===== src/design/dbpr_pkg.sv =====
// dbpr_pkg: shared widths, constants and types of the disparity bad pixel rate unit
// no dependencies; imported by every module of the block
`default_nettype none

package dbpr_pkg;

   localparam int MAX_PIXELS_LOG2 = 22;
   localparam int CNT_W           = MAX_PIXELS_LOG2;
   localparam int PCT_W           = 15;
   localparam int PROD_W          = CNT_W + PCT_W;
   localparam int STEP_W          = $clog2(PCT_W);
   localparam int NUM_REGIONS     = 3;
   localparam int REGION_W        = $clog2(NUM_REGIONS);
   localparam int QUEUE_DEPTH     = 4;
   localparam int QPTR_W          = $clog2(QUEUE_DEPTH);

   localparam logic [7:0]        MASK_ON    = 8'hFF;
   localparam logic [PCT_W-1:0]  FULL_SCALE = PCT_W'(25600);
   localparam logic [CNT_W-1:0]  COUNT_CAP  = {CNT_W{1'b1}};
   localparam logic [7:0]        THR_RESET  = 8'd1;

   localparam logic [REGION_W-1:0] REGION_ALL    = REGION_W'(0);
   localparam logic [REGION_W-1:0] REGION_DISC   = REGION_W'(1);
   localparam logic [REGION_W-1:0] REGION_NONOCC = REGION_W'(2);

   typedef struct packed {
      logic [NUM_REGIONS-1:0] in_region;
      logic                   bad;
      logic                   last;
   } pix_class_type;

endpackage

`default_nettype wire


===== src/design/disparity_bad_pixel_rate_unit.sv =====
// Disparity bad pixel rate unit: a stream of pixels, one transaction each, is classified
// against the error threshold and counted per region (all, discontinuity, non-occluded).
// The front takes one pixel per cycle into a four-entry queue while the queue has room; the
// back counts one pixel per cycle while it is in its counting state. On the pixel marked last
// the back runs a shared restoring divider, a multiply step and then one divide step per
// quotient bit for each region, then loads the result register once any earlier result
// is taken, raising rsp_valid; the queue backs up meanwhile. Counts saturate at 2^22 - 1.
// depends on dbpr_pkg, dbpr_front, dbpr_queue, dbpr_back
`default_nettype none

module disparity_bad_pixel_rate_unit (
   input  wire logic                   clock,
   input  wire logic                   reset,
   input  wire logic                   csr_wr_en,
   input  wire logic [7:0]             csr_wr_data,
   input  wire logic                   req_valid,
   output logic                        req_ready,
   input  wire logic [7:0]             req_true_disparity,
   input  wire logic [7:0]             req_est_disparity,
   input  wire logic [7:0]             req_mask_all_byte,
   input  wire logic [7:0]             req_mask_disc_byte,
   input  wire logic [7:0]             req_mask_nonocc_byte,
   input  wire logic                   req_last_pixel,
   output logic                        rsp_valid,
   input  wire logic                   rsp_ready,
   output logic [dbpr_pkg::PCT_W-1:0]  rsp_pct_all,
   output logic [dbpr_pkg::PCT_W-1:0]  rsp_pct_disc,
   output logic [dbpr_pkg::PCT_W-1:0]  rsp_pct_nonocc,
   output logic                        rsp_all_valid,
   output logic                        rsp_disc_valid,
   output logic                        rsp_nonocc_valid
);
   import dbpr_pkg::*;

   logic          f_valid, f_ready;
   pix_class_type f_data;
   logic          b_valid, b_ready;
   pix_class_type b_data;

   dbpr_front u_front (
      .clock                (clock),
      .reset                (reset),
      .csr_wr_en            (csr_wr_en),
      .csr_wr_data          (csr_wr_data),
      .req_valid            (req_valid),
      .req_ready            (req_ready),
      .req_true_disparity   (req_true_disparity),
      .req_est_disparity    (req_est_disparity),
      .req_mask_all_byte    (req_mask_all_byte),
      .req_mask_disc_byte   (req_mask_disc_byte),
      .req_mask_nonocc_byte (req_mask_nonocc_byte),
      .req_last_pixel       (req_last_pixel),
      .cls_valid            (f_valid),
      .cls_ready            (f_ready),
      .cls_data             (f_data)
   );

   dbpr_queue u_queue (
      .clock     (clock),
      .reset     (reset),
      .in_valid  (f_valid),
      .in_ready  (f_ready),
      .in_data   (f_data),
      .out_valid (b_valid),
      .out_ready (b_ready),
      .out_data  (b_data)
   );

   dbpr_back u_back (
      .clock            (clock),
      .reset            (reset),
      .cls_valid        (b_valid),
      .cls_ready        (b_ready),
      .cls_data         (b_data),
      .rsp_valid        (rsp_valid),
      .rsp_ready        (rsp_ready),
      .rsp_pct_all      (rsp_pct_all),
      .rsp_pct_disc     (rsp_pct_disc),
      .rsp_pct_nonocc   (rsp_pct_nonocc),
      .rsp_all_valid    (rsp_all_valid),
      .rsp_disc_valid   (rsp_disc_valid),
      .rsp_nonocc_valid (rsp_nonocc_valid)
   );

endmodule

`default_nettype wire


===== src/design/dbpr_front.sv =====
// dbpr_front: holds the error threshold, accepts pixels and classifies them
// depends on dbpr_pkg
`default_nettype none

module dbpr_front (
   input  wire logic                   clock,
   input  wire logic                   reset,
   input  wire logic                   csr_wr_en,
   input  wire logic [7:0]             csr_wr_data,
   input  wire logic                   req_valid,
   output logic                        req_ready,
   input  wire logic [7:0]             req_true_disparity,
   input  wire logic [7:0]             req_est_disparity,
   input  wire logic [7:0]             req_mask_all_byte,
   input  wire logic [7:0]             req_mask_disc_byte,
   input  wire logic [7:0]             req_mask_nonocc_byte,
   input  wire logic                   req_last_pixel,
   output logic                        cls_valid,
   input  wire logic                   cls_ready,
   output dbpr_pkg::pix_class_type     cls_data
);
   import dbpr_pkg::*;

   logic [7:0]    thr_ff, thr_in;
   logic          cls_valid_ff, cls_valid_in;
   pix_class_type cls_ff, cls_in;
   logic [7:0]    diff;
   logic          take;

   always_comb begin
      req_ready = !cls_valid_ff || cls_ready;
      take      = req_valid && req_ready;
      thr_in    = csr_wr_en ? csr_wr_data : thr_ff;

      if (req_true_disparity >= req_est_disparity) begin
         diff = req_true_disparity - req_est_disparity;
      end else begin
         diff = req_est_disparity - req_true_disparity;
      end

      cls_in                   = cls_ff;
      if (take) begin
         cls_in.in_region[REGION_ALL]    = (req_mask_all_byte == MASK_ON);
         cls_in.in_region[REGION_DISC]   = (req_mask_disc_byte == MASK_ON);
         cls_in.in_region[REGION_NONOCC] = (req_mask_nonocc_byte == MASK_ON);
         cls_in.bad                      = (diff > thr_ff);
         cls_in.last                     = req_last_pixel;
      end

      if (take) begin
         cls_valid_in = 1'b1;
      end else if (cls_ready) begin
         cls_valid_in = 1'b0;
      end else begin
         cls_valid_in = cls_valid_ff;
      end

      cls_valid = cls_valid_ff;
      cls_data  = cls_ff;
   end

   always_ff @(posedge clock) begin
      if (reset) begin
         thr_ff       <= THR_RESET;
         cls_valid_ff <= 1'b0;
      end else begin
         thr_ff       <= thr_in;
         cls_valid_ff <= cls_valid_in;
      end
      cls_ff <= cls_in;
   end

endmodule

`default_nettype wire


===== src/design/dbpr_queue.sv =====
// dbpr_queue: small transaction queue between the classifying front and the counting back
// depends on dbpr_pkg
`default_nettype none

module dbpr_queue (
   input  wire logic                   clock,
   input  wire logic                   reset,
   input  wire logic                   in_valid,
   output logic                        in_ready,
   input  wire dbpr_pkg::pix_class_type in_data,
   output logic                        out_valid,
   input  wire logic                   out_ready,
   output dbpr_pkg::pix_class_type     out_data
);
   import dbpr_pkg::*;

   pix_class_type     entry_ff [QUEUE_DEPTH];
   logic [QPTR_W-1:0] wr_ptr_ff, wr_ptr_in;
   logic [QPTR_W-1:0] rd_ptr_ff, rd_ptr_in;
   logic [QPTR_W:0]   count_ff, count_in;
   logic              push, pop;

   always_comb begin
      in_ready  = (count_ff != (QPTR_W+1)'(QUEUE_DEPTH));
      out_valid = (count_ff != '0);
      push      = in_valid && in_ready;
      pop       = out_ready && out_valid;
      out_data  = entry_ff[rd_ptr_ff];
      wr_ptr_in = push ? wr_ptr_ff + QPTR_W'(1) : wr_ptr_ff;
      rd_ptr_in = pop ? rd_ptr_ff + QPTR_W'(1) : rd_ptr_ff;
      case ({push, pop})
         2'b10:   count_in = count_ff + (QPTR_W+1)'(1);
         2'b01:   count_in = count_ff - (QPTR_W+1)'(1);
         default: count_in = count_ff;
      endcase
   end

   always_ff @(posedge clock) begin
      if (reset) begin
         wr_ptr_ff <= '0;
         rd_ptr_ff <= '0;
         count_ff  <= '0;
      end else begin
         wr_ptr_ff <= wr_ptr_in;
         rd_ptr_ff <= rd_ptr_in;
         count_ff  <= count_in;
      end
      if (push) begin
         entry_ff[wr_ptr_ff] <= in_data;
      end
   end

endmodule

`default_nettype wire


===== src/design/dbpr_back.sv =====
// dbpr_back: per-region counters, end-of-image restoring divider and result register
// depends on dbpr_pkg
`default_nettype none

module dbpr_back (
   input  wire logic                   clock,
   input  wire logic                   reset,
   input  wire logic                   cls_valid,
   output logic                        cls_ready,
   input  wire dbpr_pkg::pix_class_type cls_data,
   output logic                        rsp_valid,
   input  wire logic                   rsp_ready,
   output logic [dbpr_pkg::PCT_W-1:0]  rsp_pct_all,
   output logic [dbpr_pkg::PCT_W-1:0]  rsp_pct_disc,
   output logic [dbpr_pkg::PCT_W-1:0]  rsp_pct_nonocc,
   output logic                        rsp_all_valid,
   output logic                        rsp_disc_valid,
   output logic                        rsp_nonocc_valid
);
   import dbpr_pkg::*;

   localparam logic [1:0] ST_COUNT = 2'd0;
   localparam logic [1:0] ST_MUL   = 2'd1;
   localparam logic [1:0] ST_DIV   = 2'd2;
   localparam logic [1:0] ST_HOLD  = 2'd3;

   logic [1:0]             state_ff, state_in;
   logic [CNT_W-1:0]       tot_ff [NUM_REGIONS];
   logic [CNT_W-1:0]       tot_in [NUM_REGIONS];
   logic [CNT_W-1:0]       bad_ff [NUM_REGIONS];
   logic [CNT_W-1:0]       bad_in [NUM_REGIONS];
   logic [PCT_W-1:0]       pct_ff [NUM_REGIONS];
   logic [NUM_REGIONS-1:0] nz_ff;
   logic [REGION_W-1:0]    reg_ff, reg_in;
   logic [STEP_W-1:0]      step_ff, step_in;
   logic [CNT_W-1:0]       rem_ff, rem_in;
   logic [PCT_W-1:0]       quo_ff, quo_in;
   logic [PROD_W-1:0]      prod;
   logic [CNT_W:0]         rem_shift;
   logic                   ge;
   logic [CNT_W-1:0]       cur_tot;
   logic                   pop, store, load;
   logic                   rsp_valid_ff, rsp_valid_in;
   logic [PCT_W-1:0]       rsp_pct_ff [NUM_REGIONS];
   logic [NUM_REGIONS-1:0] rsp_nz_ff;

   always_comb begin
      cls_ready = (state_ff == ST_COUNT);
      pop       = cls_valid && cls_ready;
      cur_tot   = tot_ff[reg_ff];
      prod      = PROD_W'(bad_ff[reg_ff]) * PROD_W'(FULL_SCALE);
      rem_shift = {rem_ff, quo_ff[PCT_W-1]};
      ge        = (rem_shift >= {1'b0, cur_tot});
      store     = (state_ff == ST_DIV) && (step_ff == STEP_W'(PCT_W-1));
      load      = (state_ff == ST_HOLD) && (!rsp_valid_ff || rsp_ready);

      state_in = state_ff;
      reg_in   = reg_ff;
      step_in  = step_ff;
      rem_in   = rem_ff;
      quo_in   = quo_ff;

      for (int r = 0; r < NUM_REGIONS; r++) begin
         tot_in[r] = tot_ff[r];
         bad_in[r] = bad_ff[r];
         if (load) begin
            tot_in[r] = '0;
            bad_in[r] = '0;
         end else if (pop && cls_data.in_region[r]) begin
            if (tot_ff[r] != COUNT_CAP) begin
               tot_in[r] = tot_ff[r] + CNT_W'(1);
            end
            if (cls_data.bad && (bad_ff[r] != COUNT_CAP)) begin
               bad_in[r] = bad_ff[r] + CNT_W'(1);
            end
         end
      end

      case (state_ff)
         ST_COUNT: begin
            if (pop && cls_data.last) begin
               state_in = ST_MUL;
               reg_in   = REGION_ALL;
            end
         end
         ST_MUL: begin
            rem_in   = prod[PROD_W-1:PCT_W];
            quo_in   = prod[PCT_W-1:0];
            step_in  = '0;
            state_in = ST_DIV;
         end
         ST_DIV: begin
            rem_in  = ge ? CNT_W'(rem_shift - {1'b0, cur_tot}) : rem_shift[CNT_W-1:0];
            quo_in  = {quo_ff[PCT_W-2:0], ge};
            step_in = step_ff + STEP_W'(1);
            if (store) begin
               if (reg_ff == REGION_NONOCC) begin
                  state_in = ST_HOLD;
               end else begin
                  reg_in   = reg_ff + REGION_W'(1);
                  state_in = ST_MUL;
               end
            end
         end
         ST_HOLD: begin
            if (load) begin
               state_in = ST_COUNT;
            end
         end
         default: state_in = ST_COUNT;
      endcase

      if (load) begin
         rsp_valid_in = 1'b1;
      end else if (rsp_ready) begin
         rsp_valid_in = 1'b0;
      end else begin
         rsp_valid_in = rsp_valid_ff;
      end

      rsp_valid        = rsp_valid_ff;
      rsp_pct_all      = rsp_pct_ff[REGION_ALL];
      rsp_pct_disc     = rsp_pct_ff[REGION_DISC];
      rsp_pct_nonocc   = rsp_pct_ff[REGION_NONOCC];
      rsp_all_valid    = rsp_nz_ff[REGION_ALL];
      rsp_disc_valid   = rsp_nz_ff[REGION_DISC];
      rsp_nonocc_valid = rsp_nz_ff[REGION_NONOCC];
   end

   always_ff @(posedge clock) begin
      if (reset) begin
         state_ff     <= ST_COUNT;
         rsp_valid_ff <= 1'b0;
         for (int r = 0; r < NUM_REGIONS; r++) begin
            tot_ff[r] <= '0;
            bad_ff[r] <= '0;
         end
      end else begin
         state_ff     <= state_in;
         rsp_valid_ff <= rsp_valid_in;
         for (int r = 0; r < NUM_REGIONS; r++) begin
            tot_ff[r] <= tot_in[r];
            bad_ff[r] <= bad_in[r];
         end
      end
      reg_ff  <= reg_in;
      step_ff <= step_in;
      rem_ff  <= rem_in;
      quo_ff  <= quo_in;
      if (store) begin
         pct_ff[reg_ff] <= (cur_tot != '0) ? quo_in : '0;
         nz_ff[reg_ff]  <= (cur_tot != '0);
      end
      if (load) begin
         for (int r = 0; r < NUM_REGIONS; r++) begin
            rsp_pct_ff[r] <= pct_ff[r];
         end
         rsp_nz_ff <= nz_ff;
      end
   end

`ifndef ASSERT_OFF
   a_bad_le_total: assert property (@(posedge clock) disable iff (reset)
      (bad_ff[REGION_ALL] <= tot_ff[REGION_ALL]) &&
      (bad_ff[REGION_DISC] <= tot_ff[REGION_DISC]) &&
      (bad_ff[REGION_NONOCC] <= tot_ff[REGION_NONOCC]))
      else $error("bad count above region total");
   a_pct_range: assert property (@(posedge clock) disable iff (reset)
      store |-> (quo_in <= FULL_SCALE) || (cur_tot == '0))
      else $error("percentage above full scale");
   a_clear_on_load: assert property (@(posedge clock) disable iff (reset)
      load |=> (tot_ff[REGION_ALL] == '0) && (tot_ff[REGION_DISC] == '0) &&
               (tot_ff[REGION_NONOCC] == '0) && rsp_valid_ff)
      else $error("counters not cleared after result");
`endif

endmodule

`default_nettype wire

===== config.mk =====
export PLATFORM = sky130hd
export DESIGN_NAME = disparity_bad_pixel_rate_unit
export DESIGN_NICKNAME = d
export VERILOG_FILES = /design/src/design/dbpr_pkg.sv /design/src/design/disparity_bad_pixel_rate_unit.sv /design/src/design/dbpr_front.sv /design/src/design/dbpr_queue.sv /design/src/design/dbpr_back.sv
export SDC_FILE = /design/constraint.sdc
export NUM_CORES = 1
export LEC_CHECK = 0
export ABC_AREA = 0
export BUFFER_PORTS_ARGS = -buffer_cell sky130_fd_sc_hd__buf_4
export CAP_MARGIN = 20
export CORE_MARGIN = 4
export CORE_UTILIZATION = 40
export DETAILED_ROUTE_END_ITERATION = 16
export PLACE_DENSITY_LB_ADDON = 0.12
export SYNTH_ARGS = -nofsm -noshare
export SYNTH_HDL_FRONTEND = slang
export SYNTH_SLANG_ARGS = --single-unit

===== constraint.sdc =====
create_clock -name clock -period 6.99 [get_ports clock]
set_input_delay 0.3495 -clock clock [delete_from_list [all_inputs] [get_ports clock]]
set_output_delay 0.3495 -clock clock [all_outputs]
set_load 0.02 [all_outputs]

* After elaboration in Yosys (flattened, before gate mapping)
Memory sizes are Yosys's and may differ from the RTL's. A register that Yosys moved wholly into a read port is not among the register bits.
Index checks and enable logic that the tools add are counted.
Widths: inputs -> output; s select.
** Operators by class
- Magnitude comparators :: 5
- Divide/modulo/power cells :: 0
- Multiplexer cells :: 60
- Bitwise gates (word level) :: 6
- Reduce and logical (&&, ||, !) cells :: 27
- Add/sub/neg operators :: 15
- Shifts and indexed selects :: 0
- $mul :: 1
- Equal/unequal tests :: 21
** Operator list (number)
- $mux 22 :: 25
- $add 22x1->22 const B :: 6
- $ne 22x22->1 const B :: 6
- $pmux 22 s2 :: 1
- $pmux 15 s2 :: 1
- $mul 22x5->27 const B :: 1
- $eq 8x8->1 const B :: 3
- $ge 23x22->1 :: 1
- $mux 2 :: 11
- $reduce_bool 22->1 :: 1
- $sub 22x22->22 :: 1
- $sub 8x8->8 :: 2
- $mux 15 :: 1
- $mux 1 :: 14
- $logic_and 1x1->1 :: 13
- $reduce_bool 2->1 :: 5
- $eq 2x2->1 const B :: 4
- $ge 8x8->1 :: 1
- $gt 8x8->1 :: 1
- $mux 8 :: 1
- $pmux 2 s4 :: 1
- $pmux 4 s2 :: 1
- $add 2x1->2 const B :: 3
- $ne 2x1->1 const B :: 3
- 20 further kinds :: 28
** Storage, ports and cells
- Register bits after elaboration :: 73
- Latch bits :: 0
- Memories :: 5
- RAM bits :: 242
- Bits in read-only memories :: 0
- Input bits :: 54
- Output and inout port bits :: 50
- Word-level logic and storage cells :: 156
** Memories
- u_back.bad_ff :: words 3, width 22, read ports 4, clocked after memory_dff 1, wr ports 3, line dbpr_back.sv:30 : logic [CNT_W-1:0] bad_ff [NUM_REGIONS];
- u_back.tot_ff :: words 3, width 22, read ports 4, clocked after memory_dff 1, wr ports 3, line dbpr_back.sv:28 : logic [CNT_W-1:0] tot_ff [NUM_REGIONS];
- u_back.pct_ff :: words 3, width 15, read ports 3, clocked after memory_dff 0, wr ports 1, line dbpr_back.sv:32 : logic [PCT_W-1:0] pct_ff [NUM_REGIONS];
- u_back.rsp_pct_ff :: words 3, width 15, read ports 3, clocked after memory_dff 0, wr ports 3, line dbpr_back.sv:44 : logic [PCT_W-1:0] rsp_pct_ff [NUM_REGIONS];
- u_queue.entry_ff :: words 4, width 5, read ports 1, clocked after memory_dff 1, wr ports 1, line dbpr_queue.sv:17 : pix_class_type entry_ff [QUEUE_DEPTH];

* Logic depth before layout (Yosys ltp)
Gate-level depths: netlist (run 1).
An unclocked memory read counts as a cell.
- Depth in word-level cells :: 7
- Depth in mapped cells :: 22
- Depth with buffers taken out :: 20

* Hierarchy
A second synthesis (run 1) with hierarchy kept.
** Second synthesis, totals
- Cell total of the unflattened synthesis :: 1826
- Area total of the unflattened synthesis :: 17963.5 µm²
** Modules (own cells, without submodules)
- dbpr_back :: sequential area each 6766.5 µm², cells each 1590, area each 15344.7 µm², instances 1
- dbpr_front :: sequential area each 330.3 µm², cells each 158, area each 1402.6 µm², instances 1
- dbpr_queue :: sequential area each 780.7 µm², cells each 78, area each 1216.2 µm², instances 1

* Worst setup path after synthesis (run 1)
No wires, ideal clock.
- Path kind :: flip-flop to flip-flop
- Start :: register with a tool-made name
- End :: register u_back.rem_ff[15], data pin
- Cell stages (with the launch flop) :: 22
- Library setup time :: 272 ps
- Arrival :: 4975 ps
- Period minus slack after synthesis :: 5247 ps
- Path buffers :: 5
- Path slack :: 1743 ps
- Required time :: 6718 ps
- Cell sequence :: dfxtp_1 buf_4 buf_6 buf_2 buf_2 buf_2 mux2i_1 o21ai_0 ha_1 ha_1 inv_1 fa_1 inv_1 ha_1 and3_1 a221oi_1 a21oi_1 a21o_1 a21o_1 a211oi_1 xor2_1 mux2i_1
** RTL lines
- end signal, assigned :: line dbpr_back.sv:148 : rem_ff <= rem_in;
- end, declared :: line dbpr_back.sv:36 : logic [CNT_W-1:0] rem_ff, rem_in;

==> results of run 1 <==
## critical path: cells and delay by family, from the launching register on
| family | cells | cell delay, ps |
|---|---|---|
| adders and majority gates | 4 | 1470 |
| xor gates and xnor gates | 1 | 270 |
| muxes | 1 | 190 |
| AOI/OAI and AO/OA | 6 | 1840 |
| DFF | 1 | 880 |
| and+or+nand+nor | 2 | 220 |
| buffers and inverters | 2 | 90 |
## final timing paths
check | startpoint | to | slack, ps | cells past startpoint
worst max-delay path | flip-flop | u_back.rem_ff[18]$_DFFE_PN_ | 1770 | 16
worst min-delay path | csr_wr_data[1] | u_front.thr_ff[1]$_SDFFE_PP0P_ | 50 | 3
worst max register to register | flip-flop | u_back.rem_ff[18]$_DFFE_PN_ | 1770 | 16
worst min register to register | u_back.pct_ff[0][12]$_DFFE_PP_ | u_back.rsp_pct_ff[0][12]$_DFFE_PP_ | 420 | 0
## power by group
| group | internal (mW) | switching, mW | total [mW] |
|---|---|---|---|
| logic | 0.715 | 1.08 | 1.79 |
| clock network | 1.07 | 0.783 | 1.85 |
| registers | 2.20 | 0.205 | 2.40 |
| total | 3.98 | 2.06 | 6.04 |
## layout by cell type, fill, tap and decap left out, types with 13 or more instances in the layout
cell       synthesis  layout
a21o_1            20      20
or3_1             20      20
dfxtp_1          170     168
nor2b_1           16      15
xnor2_1           60      60
xor2_1            98      98
and2_1            32      32
buf_4              1     109
o21a_1            25      25
nor2_1           220     220
clkbuf_16          0      38
nor3_1            13      13
and4_1            23      23
and3_1            22      22
a21oi_1           96      96
inv_1            147     147
nand2_1          104     104
nand3_1           64      64
nand4_1           43      43
fa_1              21      21
o21bai_1          13      13
mux2i_1           83      83
edfxtp_1         149     149
o21ai_0           46      46
ha_1             135     133
## cell families after synthesis
kind of cell	after synthesis
compound gates	275
xor+xnor	158
fa+ha+maj	156
buf+inv	207
flops	319
mux	91
simple gates	585
## metrics by stage
stage / total power [mW] / area, sq um / hold slack [ps]
finish: 6.04 / 20300 / 52.6
global route: 6.41 / 20300 / 41.0
CTS: 6.10 / 20300 / 17.4
detailed placement: 4.21 / 19100 / 405
global placement: 4.20 / 19100 / 404
floorplan: 3.74 / 17800 / 400
## area by class of cell
type                       instances  share of cell area, %
multi-input combinational       1265                   44.9
inverter                         148                   2.74
sequential                       319                   38.9
tap                              585                   3.61
clock inverter                    19                  0.741
clock buffer                      49                   4.99
timing repair buffer             111                   4.14
## flip-flops by register name, indices dropped and copies added, names as in the netlist, 8 cells and up, named ones only
signal / flops
u_back.pct_ff: 45
u_front.thr_ff: 8
u_back.rem_ff: 22
u_back.bad_ff: 66
u_back.tot_ff: 66
u_queue.entry_ff: 20
u_back.rsp_pct_ff: 45
u_back.quo_ff: 15
## metal layers
| metal | GRT usage, % | vias to the layer above | part of all wire [%] |
|---|---|---|---|
| met4 | 5.20 | 0 | 2.7 |
| met2 | 26.9 | 230 | 45 |
| met3 | 3.27 | 62 | 4.6 |
| li1 | - | 6443 | - |
| met5 | 0 | - | 0 |
| met1 | 23.6 | 6002 | 48 |
==> results by group, run 1 <==
Outcome
  – Status: finished clean

Critical path
  – CP max stage delay: 880 ps
  – Crit-path cells: mux2i_1 > o21ai_0 > ha_1 > ha_1 > inv_1 > fa_1 > inv_1 > ha_1 > a2111oi_0 > o21ai_0 > nand2_1 > o21ai_0 > a211oi_1 > xor2_1 > o32a_1 > nand3_1
  – CP max-delay cell: dfxtp_2
  – Max Fanout on Critical Path: 26
  – Kind of critical path: reg2reg
  – Crit. End Element: flip-flop
  – Critical path arrival: 5520 ps
  – Worst Path Required: 7290 ps
  – Startpoint types: flip-flop

Routing
  – Vias: 12700
  – Starting DRT DRC Count: 884
  – Drt drc: 0
  – Post-DR wirelength/cell: 16.2 um
  – Vias per cell: 5.10
  – First drt pass iteration count: 5
  – Post-route ant nets: 0
  – Final wirelength: 40.5 mm

Timing
  – Final hold vios: 0
  – Clock skew: 14.1 ps
  – Fin. max-slew vios: 0
  – RSZ-0062 raised after global routing: false
  – Final setup fails: 0
  – Relative slew slack: 27.3%
  – Final period util: 74.7%
  – Setup TNS Final: 0 ps
  – Maximum clock rate: 0.192 GHz
  – Min Tclk post-route: 5220 ps
  – Slew @ Worst Pin: 1090 ps
  – Final setup margin: 1770 ps

Layout
  – N_diodes: 0
  – Multi-input logic area: 0.00910 sq mm
  – Final #Nets: 2093
  – Layout cell share with drive strength beyond 1: 9.94%
  – Area growth, synth to finish: 14.0%
  – Fin util: 46.6%
  – Non-Filler Instances: 2496
  – Filler cells: 4124
  – FF/Latch Area: 0.00788 sq mm

Yosys
  – Mux contribution to synthesized area: 5.50%
  – Cells after Synth: 1791
  – Most frequent cell after synthesis: nor2_1
  – Netlist area before placement: 0.0178 sq mm
  – Top cells by count, synth: nor2_1 (220), dfxtp_1 (170), edfxtp_1 (149), inv_1 (147), ha_1 (135)
  – Largest family of logic cells by synthesized area: simple AND/OR/NAND/NOR gates
  – Post-Synth XOR/XNOR Area: 7.79%
  – Register area share after synthesis: 44.3%
  – Synth Area in Compound Gates: 9.93%
  – Post-Synth Adder-Cell Area: 11.9%
  – Mean area per synthesized cell: 9.92 sq um
  – Yosys cell types: 70
  – Async SR Flop Fraction: 0%
  – YS warnings: 0
  – Count of state elements after synthesis: 319
  – Simple-gate area share of the yosys netlist: 16.0%
  – Post-Syn Nets: 2001
  – Largest cells by area after synthesis: edfxtp_1 (25%), dfxtp_1 (19%), ha_1 (9.5%)
  – Post-synth top area share: 25.2%
  – Post-synth EDFFs: 149
  – Top FF cell, synth: dfxtp_1
  – Leading area contributor after synthesis: edfxtp_1

Pwr
  – Static leakage: 8.26 nW
  – Pwr dens: 298 mW/mm^2
  – Maximum VDD drop: 147 uV

Place
  – Port bufs: 103
  – Detail Placement HPWL: 29.9 mm
  – Final GP Congestion: 0.884
  – Pre-CTS WS: 1710 ps
  – Dpl cells: 2426

Clock tree
  – CTS Buf Count: 38
  – CTS Root Cell: clkbuf_16
  – Clk buf depth: 3
  – Clock transition at path regs: 60 ps
  – Clk_lat worst skew: 550 ps
  – Clock Sinks: 319
  – H-Tree Level Count: 2
  – CTS resizes: 0
  – TritonCTS clock tree: built
  – Hold-fix buffers, CTS: 2
  – Postcts setup bufs: 0

Flow run
  – Max-cap violations: 0

Hold path
  – Worst hold path type: in2reg

Floorplan
  – # rows: 76
  – Core area: 0.0435 sq mm
  – Die W: 219 um
  – Initial Util: 40.9%
  – Die height: 219 um
  – Full die area: 0.0479 sq mm
  – Ports: 104

Global route
  – Global Route Usage Sum: 16.9%
  – Overflow after GRT: 0
  – Initial antenna violation count: 0
  – Global-route wire length before repair: 65.7 mm
  – Vias in the first global route: 12600
  – Largest net degree at the start of global routing: 68
Note: power is estimated with default switching activity, not from simulation.
==> run 2, diff against run 1 <==
clock period = 5.36 ns   (was 6.99 ns; I/O delays follow)
==> results by group, run 2 (same netlist as run 1, synthesis figures left out) <==
Outcome
  – Status: finished clean

Routing
  – Max layer used: met4
  – Vias: 12800
  – Met2 wire length: 18.8 mm
  – Final wirelength: 40.6 mm
  – First drt pass iteration count: 6
  – Metal-1 WL: 19.5 mm
  – Vias per cell: 5.10
  – Post-DR wirelength/cell: 16.2 um
  – Starting DRT DRC Count: 792
  – DR WL met3: 1.39 mm
  – Drt drc: 0
  – Post-route ant nets: 0

Clock tree
  – TritonCTS clock tree: built
  – CTS Buf Count: 38
  – CTS Root Cell: clkbuf_16
  – Clk buf depth: 3
  – Clock Sinks: 319
  – Clock transition at path regs: 60 ps
  – Clk_lat worst skew: 550 ps
  – H-Tree Level Count: 2

Floorplan
  – Core area: 0.0435 sq mm
  – # rows: 76
  – Die height: 219 um
  – Die W: 219 um
  – Ports: 104
  – Initial Util: 40.9%
  – Full die area: 0.0479 sq mm

Layout
  – Most frequent cells in the layout: nor2_1 (220), dfxtp_1 (168), edfxtp_1 (149), inv_1 (147), ha_1 (133)
  – N_diodes: 0
  – Fin util: 47.2%
  – Largest regs: u_back.bad_ff (66), u_back.tot_ff (66)
  – Final #Nets: 2109
  – Commonest non-fill, non-tap cell in the layout: nor2_1
  – Layout cell share with drive strength beyond 1: 10.4%
  – Filler cells: 4137
  – Area growth, synth to finish: 15.4%
  – Final Cell Area: 0.0205 sq mm

Critical path
  – Startpoint types: flip-flop
  – Max Fanout on Critical Path: 24
  – Kind of critical path: reg2reg
  – Worst Path Required: 5630 ps
  – R2R cell count: 18
  – Reg2reg end: u_back.rem_ff[20]$_DFFE_PN_
  – Crit. End Element: flip-flop
  – Worst path bufs/invs: 4
  – Critical path arrival: 5140 ps
  – R2R setup slack: 480 ps
  – CP max-delay cell: dfxtp_2
  – Crit-path cells: buf_4 > mux2i_1 > o21a_1 > inv_1 > ha_1 > ha_1 > inv_1 > fa_1 > inv_1 > ha_1 > and4_1 > and2_1 > a211oi_1 > o21ai_0 > a211oi_1 > o21ai_0 > xnor2_1 > mux2i_1
  – Critical path's top delay family: adder cells
  – CP max stage delay: 530 ps

Timing
  – Final setup fails: 0
  – Final period util: 91.0%
  – Relative slew slack: 28.5%
  – Min Tclk post-route: 4880 ps
  – Slew @ Worst Pin: 1070 ps
  – Setup TNS Final: 0 ps
  – Final setup margin: 481 ps
  – RSZ-0062 raised after global routing: false
  – Final hold vios: 0
  – Fin. max-slew vios: 0
  – Maximum clock rate: 0.205 GHz
  – Clock skew: 23.5 ps

Place
  – Final GP Congestion: 0.854
  – Post-place instance area: 0.0191 sq mm
  – Pre-CTS WS: 473 ps
  – Port bufs: 103
  – Detail Placement HPWL: 30.3 mm

Pwr
  – Maximum VDD drop: 272 uV
  – Switching Share: 33.2%
  – Static leakage: 8.38 nW
  – Logic pwr share: 29.8%
  – Reg power frac: 38.0%
  – Total power: 8.08 mW
  – Net switching power: 2.68 mW
  – Clock share of power: 32.1%
  – Internal Power: 5.40 mW
  – Pwr dens: 394 mW/mm^2

Global route
  – Global-route wire length before repair: 66.3 mm
  – Overflow after GRT: 0
  – Vias in the first global route: 12600
  – Global Route Usage Sum: 17.1%
  – Initial antenna violation count: 0
  – Largest net degree at the start of global routing: 67

Flow run
  – Max-cap violations: 0

Hold path
  – Min-Delay Startpoint: reset
  – Hold endpoint: u_back.rsp_valid$_SDFFE_PP0P_
  – Worst hold path type: in2reg
  – Worst Hold Depth: 2
[run 2: cell count changes in the layout (fill, tap and decap cells not counted)]
cell	change
buf_4	+8
bufinv_16	+4
clkbuf_1	-4
clkbuf_8	-1
clkinv_1	+4
clkinv_2	-2
clkinv_4	+2
dlygate4sd3_1	+8
inv_4	+1
inv_6	-2
[run 2: worst max path at each step]
stage,from,end,cells past startpoint
after floorplan,flip-flop,u_back.rem_ff[15]$_DFFE_PN_,21
after global placement,flip-flop,u_back.rem_ff[15]$_DFFE_PN_,14
after detailed placement,flip-flop,u_back.rem_ff[20]$_DFFE_PN_,18
after CTS,flip-flop,u_back.rem_ff[20]$_DFFE_PN_,18
after global routing,flip-flop,u_back.rem_ff[21]$_DFFE_PN_,18
final,flip-flop,u_back.rem_ff[20]$_DFFE_PN_,18
[run 2: power groups by stage]
stage,Sequential [mW],Combinational (mW),Clock [mW]
6_report,3.07,2.41,2.60
2_1_floorplan,3.05,1.83,0
3_5_place_dp,3.12,2.40,0
5_1_grt,3.10,2.68,2.80
4_1_cts,3.08,2.42,2.68
3_3_place_gp,3.12,2.38,0
[run 2: final cells by class]
type	instances	area, sq um	share of cell area [%]
tap	585	732	3.57
multi-input combinational	1265	9100	44.4
inverter	148	556	2.71
sequential	319	7880	38.4
clock inverter	26	282	1.37
clock buffer	44	983	4.80
timing repair buffer	127	978	4.77
[run 2: metal layers]
layer,GRT usage (%),vias to the layer above
met5,0,-
met4,4.68,0
met3,2.49,55
met2,27.6,198
met1,24.1,6097
li1,-,6480
[run 2: metrics by stage]
stage | std cells | hold WS [ps]
6_report | 2514 | 73.5
5_1_grt | 2514 | 58.2
4_1_cts | 2514 | 53.9
3_5_place_dp | 2434 | 405
3_3_place_gp | 2434 | 404
2_1_floorplan | 1791 | 367
[run 2: timing repair]
action	CTS	global route
gates resized for setup	0	0
endpoints found under the hold margin	10	0
endpoints found under the setup margin	0	0
setup buffers	0	0
hold buffers	10	0
